File: src/sv/dffr_pkg.sv
// ---------------------------------------------------------------------------
// dffr_pkg
// Types, codes and the send-twice classifier for the forward frame receiver.
// ---------------------------------------------------------------------------
package dffr_pkg;

  localparam int unsigned FrameBits   = 16;
  localparam int unsigned CountBits   = 8;
  localparam int unsigned CfgIdxBits  = 1;
  localparam int unsigned CfgDataBits = 16;

  localparam logic [CfgDataBits-1:0] ThresholdReset = 16'd650;
  localparam logic [CountBits-1:0]   FrameLen       = 8'd16;
  localparam logic [CountBits-1:0]   ShortLen       = 8'd8;

  // configuration register indexes
  localparam logic [CfgIdxBits-1:0] RegLoopback  = 1'b0;
  localparam logic [CfgIdxBits-1:0] RegThreshold = 1'b1;

  typedef enum logic [1:0] {
    CMD_EDGE    = 2'd0,
    CMD_END     = 2'd1,
    CMD_EXPIRE  = 2'd2,
    CMD_UNUSED  = 2'd3
  } cmd_t;

  typedef enum logic [1:0] {
    KIND_NONE    = 2'd0,
    KIND_DELIVER = 2'd1,
    KIND_HELD    = 2'd2,
    KIND_ERROR   = 2'd3
  } kind_t;

  typedef struct packed {
    logic [1:0]           cmd;
    logic [15:0]          edge_duration;
    logic                 line_level;
    logic                 tx_active;
  } evt_t;

  typedef struct packed {
    logic [1:0]           result_kind;
    logic [FrameBits-1:0] frame_word;
  } res_t;

  // send-twice commands: special addresses, or commands 0x20..0x81 sent
  // to a command-form (odd) address outside the plain range 0x82..0xFD
  function automatic logic needs_repeat(input logic [FrameBits-1:0] frame);
    logic [7:0] addr;
    logic [7:0] data;
    logic       rep;
    addr = frame[15:8];
    data = frame[7:0];
    rep  = 1'b0;
    if (addr == 8'hA5 || addr == 8'hA7) begin
      rep = 1'b1;
    end else if (data >= 8'h20 && data <= 8'h81 && addr[0] &&
                 !(addr >= 8'h82 && addr <= 8'hFD)) begin
      rep = 1'b1;
    end
    return rep;
  endfunction

endpackage

File: src/sv/dffr_decoder.sv
// ---------------------------------------------------------------------------
// dffr_decoder
// Manchester decode state, send-twice filter and configuration registers.
// ---------------------------------------------------------------------------
module dffr_decoder (
  input  logic                                clk,
  input  logic                                rst,
  input  logic                                cfg_we,
  input  logic [dffr_pkg::CfgIdxBits-1:0]     cfg_index,
  input  logic [dffr_pkg::CfgDataBits-1:0]    cfg_data,
  input  logic                                accept,
  input  dffr_pkg::evt_t                      evt,
  output dffr_pkg::res_t                      res
);

  logic                               loopback_enable;
  logic [15:0]                        half_bit_threshold;

  logic                               receiving, receiving_next;
  logic [dffr_pkg::CountBits-1:0]     bit_count, bit_count_next;
  logic [dffr_pkg::FrameBits-1:0]     shift_word, shift_word_next;
  logic                               half_parity, half_parity_next;
  logic                               window_open, window_open_next;
  logic [dffr_pkg::FrameBits-1:0]     held_frame, held_frame_next;

  logic                               parity_step;
  logic [dffr_pkg::CountBits-1:0]     bits;

  // configuration
  always_ff @(posedge clk) begin
    if (rst) begin
      loopback_enable    <= 1'b1;
      half_bit_threshold <= dffr_pkg::ThresholdReset;
    end else if (cfg_we) begin
      case (cfg_index)
        dffr_pkg::RegLoopback:  loopback_enable    <= cfg_data[0];
        dffr_pkg::RegThreshold: half_bit_threshold <= cfg_data;
        default: ;
      endcase
    end
  end

  assign parity_step = half_parity ^ (evt.edge_duration < half_bit_threshold);
  assign bits        = bit_count - 8'd1;

  always_comb begin
    receiving_next   = receiving;
    bit_count_next   = bit_count;
    shift_word_next  = shift_word;
    half_parity_next = half_parity;
    window_open_next = window_open;
    held_frame_next  = held_frame;
    res.result_kind  = dffr_pkg::KIND_NONE;
    res.frame_word   = '0;
    case (evt.cmd)
      dffr_pkg::CMD_EDGE: begin
        if (loopback_enable || !evt.tx_active) begin
          if (!receiving) begin
            if (!evt.line_level) begin
              receiving_next   = 1'b1;
              bit_count_next   = '0;
              shift_word_next  = '0;
              half_parity_next = 1'b1;
            end
          end else begin
            half_parity_next = parity_step;
            if (!parity_step) begin
              if (bit_count != '0) begin
                shift_word_next = {shift_word[dffr_pkg::FrameBits-2:0], evt.line_level};
              end
              bit_count_next = bit_count + 8'd1;
            end
          end
        end
      end
      dffr_pkg::CMD_END: begin
        if (receiving) begin
          if (bits == dffr_pkg::FrameLen) begin
            res.frame_word = shift_word;
            if (!dffr_pkg::needs_repeat(shift_word)) begin
              res.result_kind = dffr_pkg::KIND_DELIVER;
            end else if (window_open && shift_word == held_frame) begin
              window_open_next = 1'b0;
              held_frame_next  = '0;
              res.result_kind  = dffr_pkg::KIND_DELIVER;
            end else begin
              held_frame_next  = shift_word;
              window_open_next = 1'b1;
              res.result_kind  = dffr_pkg::KIND_HELD;
            end
          end else if (bits != dffr_pkg::ShortLen) begin
            res.result_kind = dffr_pkg::KIND_ERROR;
          end
        end
        receiving_next   = 1'b0;
        bit_count_next   = '0;
        shift_word_next  = '0;
        half_parity_next = 1'b0;
      end
      dffr_pkg::CMD_EXPIRE: begin
        held_frame_next  = '0;
        window_open_next = 1'b0;
      end
      default: ;
    endcase
  end

  always_ff @(posedge clk) begin
    if (rst) begin
      receiving   <= 1'b0;
      bit_count   <= '0;
      shift_word  <= '0;
      half_parity <= 1'b0;
      window_open <= 1'b0;
      held_frame  <= '0;
    end else if (accept) begin
      receiving   <= receiving_next;
      bit_count   <= bit_count_next;
      shift_word  <= shift_word_next;
      half_parity <= half_parity_next;
      window_open <= window_open_next;
      held_frame  <= held_frame_next;
    end
  end

endmodule

File: src/sv/dffr_skid.sv
// ---------------------------------------------------------------------------
// dffr_skid
// Result register with a spare slot; upstream stall comes from a flop.
// ---------------------------------------------------------------------------
module dffr_skid (
  input  logic            clk,
  input  logic            rst,
  input  logic            push,
  input  dffr_pkg::res_t  push_data,
  output logic            full,
  output logic            res_valid,
  input  logic            res_stall,
  output dffr_pkg::res_t  res_request
);

  logic           spare_valid;
  dffr_pkg::res_t spare_data;

  assign full = spare_valid;

  always_ff @(posedge clk) begin
    if (rst) begin
      res_valid   <= 1'b0;
      spare_valid <= 1'b0;
    end else if (!res_valid || !res_stall) begin
      if (spare_valid) begin
        res_valid   <= 1'b1;
        spare_valid <= 1'b0;
      end else begin
        res_valid <= push;
      end
    end else if (push) begin
      spare_valid <= 1'b1;
    end
  end

  // payload, no reset
  always_ff @(posedge clk) begin
    if (!res_valid || !res_stall) begin
      if (spare_valid) begin
        res_request <= spare_data;
      end else if (push) begin
        res_request <= push_data;
      end
    end else if (push && !spare_valid) begin
      spare_data <= push_data;
    end
  end

endmodule

File: src/sv/dali_forward_frame_receiver.sv
// ---------------------------------------------------------------------------
// dali_forward_frame_receiver
// Manchester decoder for DALI forward frames, fed by timed edge events.
// ---------------------------------------------------------------------------
// One event request is taken per clock while evt_stall is low; every event
// yields exactly one result request, registered, via the spare slot if stalled.
// The decode state updates in the acceptance cycle, so back-to-back events
// see each other's effect with no gap. The result side is a register plus a
// spare slot: evt_stall rises only once a result has been held back and the
// spare is occupied, and it comes straight from a flop. Throughput is one
// event per cycle while results are drained. Configuration (loopback enable
// at index 0, half-bit threshold at index 1) is written via cfg_we and takes
// effect from the next event.
module dali_forward_frame_receiver (
  input  logic                              clk,
  input  logic                              rst,
  // configuration
  input  logic                              cfg_we,
  input  logic [dffr_pkg::CfgIdxBits-1:0]   cfg_index,
  input  logic [dffr_pkg::CfgDataBits-1:0]  cfg_data,
  // edge events
  input  logic                              evt_valid,
  output logic                              evt_stall,
  input  dffr_pkg::evt_t                    evt_request,
  // results
  output logic                              res_valid,
  input  logic                              res_stall,
  output dffr_pkg::res_t                    res_request
);

  logic           accept;
  dffr_pkg::res_t result;

  // accepted when valid and the spare slot is free
  assign accept = evt_valid && !evt_stall;

  dffr_decoder u_decoder (
    .clk       (clk),
    .rst       (rst),
    .cfg_we    (cfg_we),
    .cfg_index (cfg_index),
    .cfg_data  (cfg_data),
    .accept    (accept),
    .evt       (evt_request),
    .res       (result)
  );

  dffr_skid u_skid (
    .clk         (clk),
    .rst         (rst),
    .push        (accept),
    .push_data   (result),
    .full        (evt_stall),
    .res_valid   (res_valid),
    .res_stall   (res_stall),
    .res_request (res_request)
  );

endmodule

File: config.mk
export PLATFORM = sky130hd
export DESIGN_NAME = dali_forward_frame_receiver
export DESIGN_NICKNAME = d
export VERILOG_FILES = /design/src/sv/dffr_pkg.sv /design/src/sv/dffr_decoder.sv /design/src/sv/dffr_skid.sv /design/src/sv/dali_forward_frame_receiver.sv
export SDC_FILE = /design/constraint.sdc
export NUM_CORES = 1
export LEC_CHECK = 0
export BUFFER_PORTS_ARGS = -buffer_cell sky130_fd_sc_hd__buf_2
export CAP_MARGIN = 20
export CORE_MARGIN = 4
export CORE_UTILIZATION = 46
export DETAILED_ROUTE_END_ITERATION = 6
export PLACE_DENSITY = 0.76
export SLEW_MARGIN = 5
export SYNTH_ARGS = -nofsm -noshare
export SYNTH_HDL_FRONTEND = slang
export SYNTH_HIERARCHICAL = 1
export SYNTH_SLANG_ARGS = --single-unit
File: constraint.sdc
create_clock -name clk -period 2.92 [get_ports clk]
set_clock_uncertainty 0.05 [all_clocks]
set_input_delay 0.146 -clock clk [delete_from_list [all_inputs] [get_ports clk]]
set_output_delay 0.146 -clock clk [all_outputs]
set_load 0.03 [all_outputs]
==> flow_summary_export.csv <==
group,metric,value,unit
outcome,status,"complete, no violations",
cts,clock-sinks,98,
grt,overflow,0,
layout,antenna_cells,0,
routing,met3_length,480,µm
grt,grt_antenna_before_repair,0,
layout,fillers,945,
placement,dp.cells,693,
grt,grt_pass1_wl,18720,µm
routing,vias,3946,
grt,grt_max_degree,35,
routing,viasPerCell,5.443,
routing,wl_met2,5522,µm
worst_setup_path,critPathRequiredTime,3.17,ns
layout,fin_nets,640,
floorplan,die_w,113.6,µm
placement,io_buffers,61,
layout,final_cells,725,
power_and_ir_drop,p_leak,0.002260,µW
layout,multi_input_area,2559,µm²
logic_synthesis,synth_edf_count,36,
timing,period_needed,2.759,ns
timing,setup_ws,0.1614,ns
timing,setup_viol,0,
floorplan,row_count,38,
power_and_ir_drop,vdd_drop_max,247.5,µV
logic_synthesis,synth_area,5132,µm²
cts,clockBufferDepth,2,
floorplan,start_util,47.14,%
floorplan,fp.coreArea,10890,µm²
routing,wl_met1,4845,µm
layout,area_growth,15.50,%
routing,top_layer,"met4",
floorplan,dieArea,12910,µm²
cts,postCtsSetupBuffers,0,
logic_synthesis,synth-seq-cells,98,
power_and_ir_drop,power_density,445.3,nW/µm²
cts,h-tree-depth,3,
worst_setup_path,worstSetupPathType,"reg2reg",
layout,seqCellArea,2322,µm²
logic_synthesis,ys_types,63,
timing,fin_crit_sh,94.47,%
grt,grt_use_total,17.78,%
timing,tns,0,ns
placement,post-place-ws,0.1755,ns
cts,clk_latency,0.37,ns
layout,drive_gt1_share,26.67,%
timing,finalHoldViolCount,0,
routing,drcViolationCount,0,
logic_synthesis,syn_nets,566,
worst_setup_path,path_max_fanout,14,
timing,fmax,362.5,MHz
timing,rsz0062_at_grt,"false",
flow_run,cap_violations,0,
cts,cts-buffers-inserted,9,
routing,wl_per_cell,15.29,µm
layout,fin_util,54.45,%
worst_setup_path,cp-start-kind,"register",
cts,path_clk_slew,0.10,ns
min_path,hold_path.class,"in2reg",
routing,first_pass_iters,4,
floorplan,io_pins,62,
logic_synthesis,avgSynthCellArea,10.14,µm²
cts,cts_tree,"yes",
logic_synthesis,yosysWarnings,6,
cts,ctsRootBufferMaster,"clkbuf_8",
routing,routed_wl,11090,µm
grt,grt_pass1_vias,3953,
worst_setup_path,endpoint_kind,"register",
worst_setup_path,arrival,3.01,ns
routing,drt_iter0_drc,276,
floorplan,fp.dieH,113.6,µm
timing,slew_headroom,53.06,%
timing,worst-slew-pin-transition,0.7041,ns
placement,place_congestion,0.8214,
logic_synthesis,synth-seq-area-share,45.25,%
timing,timing_max_transition_violations_final,0,
logic_synthesis,synth_cells,506,
placement,dp_hpwl,7642,µm
routing,ant_nets,0,
logic_synthesis,async_flop_share,0,%
logic_synthesis,synth-main-ff-cell,"dfxtp_1",
==> Yosys cell counts, types with 9 or more instances <==
| master | n | area, µm² |
|---|---|---|
| nand2_1 | 72 | 270.3 |
| dfxtp_1 | 62 | 1241 |
| edfxtp_1 | 36 | 1081 |
| nand3_1 | 29 | 145.1 |
| a21oi_1 | 27 | 135.1 |
| inv_1 | 24 | 90.09 |
| ha_1 | 18 | 225.2 |
| mux2_4 | 18 | 270.3 |
| clkbuf_1 | 16 | 60.06 |
| mux2i_1 | 16 | 160.2 |
| o21ai_2 | 15 | 131.4 |
| xnor2_1 | 15 | 131.4 |
| and2_1 | 13 | 81.33 |
| nand3_2 | 10 | 100.1 |
| o21ai_0 | 10 | 50.05 |
| nor2_1 | 9 | 33.78 |
| nor3_1 | 9 | 45.04 |
==> kinds of logic (layout without fill, tap and decap cells) <==
family / Yosys count / count (layout) / share of synthesized area, %
AOI/OAI and AO/OA: 94 / 94 / 12.87
muxes: 36 / 36 / 8.825
buffers and inverters: 53 / 132 / 5.119
xor gates and xnor gates: 20 / 20 / 3.413
adders and majority gates: 18 / 18 / 4.388
and+or+nand+nor: 187 / 187 / 20.14
DFF: 98 / 98 / 45.25
==> state kept, by name (all words and copies together) (netlist names) <==
register / count
u_decoder/shift_word: 16
u_decoder/half_bit_threshold: 16
u_decoder/window_open: 1
u_skid/res_request: 18
u_decoder/bit_count: 8
u_skid/res_valid: 1
u_decoder/receiving: 1
u_decoder/loopback_enable: 1
u_skid/full: 1
u_skid/spare_data: 18
u_decoder/half_parity: 1
u_decoder/held_frame: 16
==> per-stage QoR <==
step | hold WS (ns) | cell area [µm²] | power (µW)
2_1_floorplan | 0.1651 | 5132 | 1687
3_5_place_dp | 0.3324 | 5564 | 1780
3_3_place_gp | 0.3380 | 5564 | 1769
5_1_grt | 0.03232 | 5928 | 2751
4_1_cts | 0.01216 | 5924 | 2665
6_report | 0.03240 | 5928 | 2640
==> placed cells by master, fill, tap and decap left out, types with 14 or more instances in the layout <==
cell,instances
nand3_1,29
a21oi_1,27
ha_1,18
mux2i_1,16
buf_4,14
mux2_4,18
inv_1,24
xnor2_1,15
o21ai_2,15
nand2_1,72
dfxtp_1,62
edfxtp_1,36
buf_2,61
dlygate4sd3_1,16
==> worst max-delay path: stages (launching register included) <==
cell	delay [ns]
dfxtp_1	0.35
inv_1	0.05
ha_1	0.29
a21oi_1	0.22
nor2_1	0.05
or3_1	0.36
a311o_1	0.41
xnor2_1	0.20
a21oi_2	0.25
buf_6	0.24
mux2i_1	0.21
==> layer usage <==
| metal | GRT usage (%) | vias up |
|---|---|---|
| met3 | 3.289 | 22 |
| met2 | 30.55 | 94 |
| met5 | 0 | - |
| li1 | - | 1959 |
| met1 | 22.06 | 1871 |
| met4 | 7.051 | 0 |
==> cell type report <==
| cell class | instances | share of cell area, % |
|---|---|---|
| Tap cell | 140 | 2.955 |
| Clock buffer | 9 | 2.089 |
| Timing Repair Buffer | 92 | 9.814 |
| Inverter | 24 | 1.520 |
| Clock inverter | 7 | 1.287 |
| Multi-Input combinational cell | 355 | 43.16 |
| Sequential cell | 98 | 39.17 |
==> where the power goes <==
group | internal [µW] | switching, µW
sequential | 1450 | 17.0
combinational | 119 | 186
clock | 341 | 526
==> what timing repair did <==
| item | in CTS | in global routing |
|---|---|---|
| gates resized for setup | 0 | 1 |
| hold buffers | 16 | 0 |
| hold endpoints to repair | 17 | 0 |
| endpoints found under the setup margin | 0 | 14 |
==> final timing paths <==
path,startpoint,endpoint,slack (ns),depth (start not counted)
max,u_decoder/half_bit_threshold[11]$_SDFFE_PP0P_,u_decoder/shift_word[5]$_SDFFE_PP0P_,0.16,10
min,evt_request[18],u_decoder/receiving$_SDFFE_PP0P_,0.03,2
max reg2reg,u_decoder/half_bit_threshold[11]$_SDFFE_PP0P_,u_decoder/shift_word[5]$_SDFFE_PP0P_,0.16,10
min reg2reg,u_decoder/half_bit_threshold[13]$_SDFFE_PP0P_,u_decoder/half_bit_threshold[13]$_SDFFE_PP0P_,0.41,2
Power figures use the tool's default switching activity.
